<file path="config.mk">
export PLATFORM = sky130hd
export DESIGN_NAME = uart_line_keyword_decoder_unit
export DESIGN_NICKNAME = d
export VERILOG_FILES = /design/src/rtl/core/ulkd_pkg.sv /design/src/rtl/core/uart_line_keyword_decoder_unit.sv
export SDC_FILE = /design/constraint.sdc
export NUM_CORES = 1
export LEC_CHECK = 0
export BUFFER_PORTS_ARGS = -buffer_cell sky130_fd_sc_hd__buf_2
export CAP_MARGIN = 15
export CORE_MARGIN = 2
export CORE_UTILIZATION = 57
export DETAILED_ROUTE_END_ITERATION = 8
export HOLD_SLACK_MARGIN = 0.15
export PLACE_DENSITY = 0.77
export SLEW_MARGIN = 20
export SYNTH_ARGS = -nofsm -noshare
export SYNTH_HDL_FRONTEND = slang
export SYNTH_SLANG_ARGS = --single-unit
</file>
<file path="constraint.sdc">
create_clock -name clk -period 7 [get_ports clk]
set_clock_uncertainty 0.2 [all_clocks]
set_input_delay 0.7 -clock clk [delete_from_list [all_inputs] [get_ports clk]]
set_output_delay 0.7 -clock clk [all_outputs]
set_load 0.005 [all_outputs]
</file>
<file path="src/rtl/core/ulkd_pkg.sv">
package ulkd_pkg;

  localparam int MAX_LINE  = 20;
  localparam int WINDOW    = 8;
  localparam int KEY_COUNT = 13;
  localparam int KEY_MAXLEN = WINDOW + 1;
  localparam int KEY_BITS  = 8 * KEY_MAXLEN;

  localparam logic [7:0] LINE_END_RESET = 8'd10;
  localparam logic [2:0] LED_RESET      = 3'b111;

  // mask bit positions
  localparam int FAN_ON_BIT  = 1;
  localparam int FAN_OFF_BIT = 2;
  localparam int LED_ON_BIT  = 7;  // LED k on at LED_ON_BIT + 2k, off one above

  typedef logic [WINDOW-1:0][7:0]  window_t;
  typedef logic [KEY_COUNT-1:0]    key_mask_t;

  // Keyword text right-justified: byte j counts back from the last character.
  localparam logic [KEY_BITS-1:0] KEY_TEXT [KEY_COUNT] = '{
    KEY_BITS'("CHECK"),   KEY_BITS'("FanON"),    KEY_BITS'("FanOFF"),
    KEY_BITS'("OpenDOOR"), KEY_BITS'("CloseDOOR"), KEY_BITS'("OpenGATE"),
    KEY_BITS'("CloseGATE"), KEY_BITS'("Led1ON"),  KEY_BITS'("Led1OFF"),
    KEY_BITS'("Led2ON"),  KEY_BITS'("Led2OFF"),  KEY_BITS'("Led3ON"),
    KEY_BITS'("Led3OFF")
  };

  localparam logic [3:0] KEY_LEN [KEY_COUNT] = '{
    4'd5, 4'd5, 4'd6, 4'd8, 4'd9, 4'd8, 4'd9, 4'd6, 4'd7, 4'd6, 4'd7, 4'd6, 4'd7
  };

  // Keywords ending at the newest byte, given the bytes before it.
  function automatic key_mask_t key_hits(input logic [7:0] b, input window_t win);
    key_mask_t hits;
    logic      hit;
    hits = '0;
    for (int k = 0; k < KEY_COUNT; k++) begin
      hit = (KEY_TEXT[k][7:0] == b);
      for (int j = 1; j < KEY_MAXLEN; j++) begin
        if (4'(j) < KEY_LEN[k] && KEY_TEXT[k][8*j +: 8] != win[j-1]) begin
          hit = 1'b0;
        end
      end
      hits[k] = hit;
    end
    return hits;
  endfunction

endpackage

</file>
<file path="src/rtl/core/uart_line_keyword_decoder_unit.sv">
// Command line keyword decoder for bytes received over a serial link.
// Input stream s_axis_*: one received byte per transfer in tdata[7:0].
// Output stream m_axis_*: one result per closed line, tdata bits from low:
//   command_mask[12:0], fan_level, led_levels[2:0], zero padding to 24 bits.
// A line closes on the line-end byte or on any byte arriving with 20 bytes
// held; the closing byte is dropped. Mask bits tell which keywords appeared
// (matching stops at a zero byte). Fan and LED levels are updated, OFF wins.
// cfg_wr_en/cfg_wr_data set the line-end byte; write only while idle.
// The result follows the closing byte through the input register, then the
// result register. Throughput: one byte per cycle unless a closing byte stalls;
// the keyword compare against an 8-byte history window is combinational.
// Reset: line-end byte 10, empty line, fan off, LEDs dark (all ones).
// When the receiver stalls with a result pending, non-closing bytes keep
// flowing; a second closing byte waits in the input register and tready
// drops until the pending result is taken.
module uart_line_keyword_decoder_unit (
  input  logic        clk,
  input  logic        rst,
  input  logic        cfg_wr_en,
  input  logic [7:0]  cfg_wr_data,   // line_end_char
  input  logic        s_axis_tvalid,
  output logic        s_axis_tready,
  input  logic [7:0]  s_axis_tdata,  // rx_byte
  output logic        m_axis_tvalid,
  input  logic        m_axis_tready,
  output logic [23:0] m_axis_tdata   // command_mask[12:0], fan_level, led_levels[2:0]
);

  logic [7:0]         line_end_char;
  logic               in_v;
  logic [7:0]         in_byte;
  ulkd_pkg::window_t  recent;
  logic [4:0]         line_count;
  logic               saw_zero;
  ulkd_pkg::key_mask_t match_flags;
  logic               fan_state;
  logic [2:0]         led_state;
  logic               out_v;
  logic [16:0]        out_data;

  logic               close;
  logic               stall;
  logic               advance;
  logic               fan_next;
  logic [2:0]         led_next;
  ulkd_pkg::key_mask_t hits;

  assign close = in_v && (in_byte == line_end_char ||
                          line_count >= 5'(ulkd_pkg::MAX_LINE));
  assign stall = close && out_v && !m_axis_tready;
  assign advance = in_v && !stall;
  assign s_axis_tready = !in_v || !stall;

  assign hits = ulkd_pkg::key_hits(in_byte, recent);

  always_comb begin
    fan_next = fan_state;
    if (match_flags[ulkd_pkg::FAN_ON_BIT])  fan_next = 1'b1;
    if (match_flags[ulkd_pkg::FAN_OFF_BIT]) fan_next = 1'b0;
    led_next = led_state;
    for (int k = 0; k < 3; k++) begin
      if (match_flags[ulkd_pkg::LED_ON_BIT + 2*k])     led_next[k] = 1'b0;
      if (match_flags[ulkd_pkg::LED_ON_BIT + 2*k + 1]) led_next[k] = 1'b1;
    end
  end

  always_ff @(posedge clk) begin
    if (rst) begin
      line_end_char <= ulkd_pkg::LINE_END_RESET;
    end else if (cfg_wr_en) begin
      line_end_char <= cfg_wr_data;
    end
  end

  // input register
  always_ff @(posedge clk) begin
    if (rst) begin
      in_v <= 1'b0;
    end else if (s_axis_tready) begin
      in_v <= s_axis_tvalid;
    end
    if (s_axis_tready) begin
      in_byte <= s_axis_tdata;
    end
  end

  // line state
  always_ff @(posedge clk) begin
    if (rst) begin
      recent      <= '0;
      line_count  <= '0;
      saw_zero    <= 1'b0;
      match_flags <= '0;
      fan_state   <= 1'b0;
      led_state   <= ulkd_pkg::LED_RESET;
    end else if (advance) begin
      if (close) begin
        recent      <= '0;
        line_count  <= '0;
        saw_zero    <= 1'b0;
        match_flags <= '0;
        fan_state   <= fan_next;
        led_state   <= led_next;
      end else begin
        if (!saw_zero) begin
          if (in_byte == 8'd0) begin
            saw_zero <= 1'b1;
          end else begin
            match_flags <= match_flags | hits;
          end
        end
        recent     <= {recent[ulkd_pkg::WINDOW-2:0], in_byte};
        line_count <= line_count + 5'd1;
      end
    end
  end

  // result register
  always_ff @(posedge clk) begin
    if (rst) begin
      out_v <= 1'b0;
    end else if (advance && close) begin
      out_v <= 1'b1;
    end else if (m_axis_tready) begin
      out_v <= 1'b0;
    end
    if (advance && close) begin
      out_data <= {led_next, fan_next, match_flags};
    end
  end

  assign m_axis_tvalid = out_v;
  assign m_axis_tdata  = {7'd0, out_data};

endmodule
</file>
==> metrics.cfg <==
[synthesis]
yosys_warnings = 0
netlist_instances = 569
synth_area_sq_mm = 0.005189
synth_top_family_by_area = simple AND/OR/NAND/NOR gates
synthAdderAreaFrac_pct = 0.4823
avgSynthCellArea_sq_um = 9.119
ys_ff_latch = 122
async_reset_ff_share_pct = 0
synth-seq-area-share_pct = 51.89
yosys.area_share.simple_pct = 26.67
netlist-cell-type-count = 54
synthXorXnorAreaFrac_pct = 1.350
ys.flop_type = dfxtp_1
muxShareOfSynthArea_pct = 1.374
synth_edf_count = 25
synth_compound_area_share_pct = 13.09

[sta]
min_period_ps = 3804
slew_headroom_pct = 43.79
worst_pin_slew_ps = 843.1
setup_tns_ps = 0
setup_viol = 0
fin_crit_sh_pct = 54.34
final_hold_viol_count = 0
rsz0062_at_grt = no
fmax_mhz = 262.9
slew_violations = 0

[clock_network]
cts_root_buffer = clkbuf_8
numClockSinks = 122
cts.repair.resized = 0
cts_inserted_buffers = 17
path_clk_slew_ps = 60
cts_tree = done
clock_path_buffers = 2
clkLatencyLatePin_ps = 510
cts_max_level = 4
cts_setup_buffers = 0

[floorplanning]
core.rowCount = 34
io_pins = 47
die_h_microns = 99.41
dieArea_sq_mm = 0.009882
core_sq_mm = 0.008763
initial_core_util_pct = 59.21
die_w_microns = 99.41

[power_and_ir_drop]
vdd_ir_drop_max_v = 0.0002103
p_sw_uw = 363.5
p_leak_nw = 2.002
pwr-share-comb_pct = 4.1
p_int_mw = 1.295
power_frac_seq_pct = 44.4
power_frac_clock_pct = 51.5
total_power_mw = 1.658
swShare_pct = 21.92
powerDensity_mw_per_mm2 = 276.2

[placed_design]
port_buffers = 39
dp_hpwl_microns = 7433
gp_congestion = 0.8960

[global_routing]
gr-total-overflow = 0
grt_max_degree = 83
antenna_found_initial = 0
grt_usage_pct = 25.67
grt_pass1_vias = 4122
grt_pass1_wl_microns = 20170

[critical_path]
critical_path.top_delay_family = simple AND/OR/NAND/NOR gates
crit_required_ps = 6100
cp.arrival_ps = 2900
critPathMaxStageDelay_ps = 590
regToRegStartpoint = in_byte[6]
path_buf_inv = 1
reg2reg_slack_ps = 4010
critical_path.slowest_cell = nor4_4
crit_type = reg -> out
start_kind = register
cp_cell_sequence = xor2_1, nor4_4, a21o_1, nand3_1, buf_2
crit_fanout = 10
endpoint_kind = primary output
setup.worst_path.start = in_byte[6]

[final_layout]
syn2layout_area_growth_pct = 15.72
antenna_cells = 0
nets = 624
final_common_cell = dfxtp_1
final_cell_mix = dfxtp_1, nand3_1, nand2_1, a21oi_1, buf_2
drive_above_1_share_pct = 13.52
postLayoutCoreUtil_pct = 68.52

[route]
met2WireLength_microns = 5603
wire_per_inst_microns = 16.67
totalWireLength_microns = 12030
routed-via-count = 4395
drt-initial-drc-count = 306
vias_per_cell = 6.087
firstDrtPassIters = 6
drc_errors = 0
met1Wirelength_microns = 5347
top_layer = met4
ant_nets = 0
route.met3.wl_microns = 773

[flow_run]
cap_violations = 0

[min_path]
hp-start = s_axis_tdata[4]
holdCritPathClass = in -> reg

[status]
status = finished, final reports clean

[cell usage after synthesis, drive strengths merged (3+ instances only)]
master / count / area [sq um]
nor4bb: 4 / 40.04
o21bai: 3 / 22.52
xor2: 8 / 70.07
dfxtp: 97 / 1942
nor2: 20 / 75.07
nand2: 80 / 300.3
nand4: 13 / 81.33
nor4b: 9 / 78.83
mux2i: 6 / 60.06
o2bb2ai: 9 / 78.83
o22ai: 3 / 18.77
edfxtp: 25 / 750.7
clkbuf: 21 / 78.83
nand2b: 7 / 43.79
o21ai: 3 / 15.01
inv: 10 / 37.54
nor2b: 12 / 75.07
nand3: 79 / 395.4
nor4: 13 / 111.4
nor3: 8 / 40.04
a21o: 6 / 45.04
a21oi: 78 / 397.9
buf: 21 / 146.4
[through the flow]
| step | cells | hold slack (ps) | instance area [sq um] | setup slack [ps] |
|---|---|---|---|---|
| floorplan | 575 | 208.2 | 5211 | 4333 |
| global placement | 684 | 218.6 | 5358 | 3896 |
| detailed placement | 684 | 220.2 | 5358 | 3767 |
| CTS | 718 | 150.8 | 5962 | 3206 |
| global route | 722 | 154.3 | 6005 | 3014 |
| finish | 722 | 171.2 | 6005 | 3196 |
[power by group through the flow]
stage                     Sequential [mW]  Clock, mW  Combinational [mW]
final                               0.737      0.853              0.0685
after detailed placement            0.751          0              0.0650
after floorplan                     0.747          0              0.0549
after CTS                           0.736      0.858              0.0662
after global placement              0.750          0              0.0634
after global routing                0.738      0.892              0.0756
[registers in the layout, summed over array words and instances, names as in the netlist]
name           cells
match_flags       13
line_end_char      8
out_data          17
line_count         5
saw_zero           1
recent            64
in_byte            8
led_state          3
m_axis_tvalid      1
in_v               1
fan_state          1
[layer usage]
| metal | vias to the layer above | GRT usage (%) |
|---|---|---|
| met5 | - | 0 |
| met4 | 0 | 9.800 |
| met3 | 32 | 6.676 |
| met2 | 181 | 39.86 |
| met1 | 2071 | 34.70 |
| li1 | 2111 | - |
[logic make-up after synthesis]
group / count (synthesis)
AO/OA/AOI/OAI: 114
XOR/XNOR: 8
adder cells (fa/ha/maj): 2
buffers and inverters: 52
flip-flops: 122
multiplexers: 7
other: 1
AND/OR/NAND/NOR: 263
[layout make-up]
cell class / count / area [sq um]
Clock buffer: 20 / 435.4
Inverter: 10 / 37.54
Tap cell: 108 / 135.1
Sequential cell: 122 / 2693
Timing Repair Buffer: 49 / 285.3
Fill cell: 683 / 2759
Multi-Input combinational cell: 401 / 2270
Clock inverter: 12 / 148.9
[final timing paths]
path                   end  cells after the start
max reg2reg     recent[41]                      6
min reg2reg    out_data[9]                      0
min             in_byte[4]                      1
max          s_axis_tready                      5
[what timing repair did]
item / CTS / global route
setup endpoints to repair: 0 / 0
endpoints found under the hold margin: 2 / 4
hold buffers: 2 / 4
(Power assumes the default switching activity.)
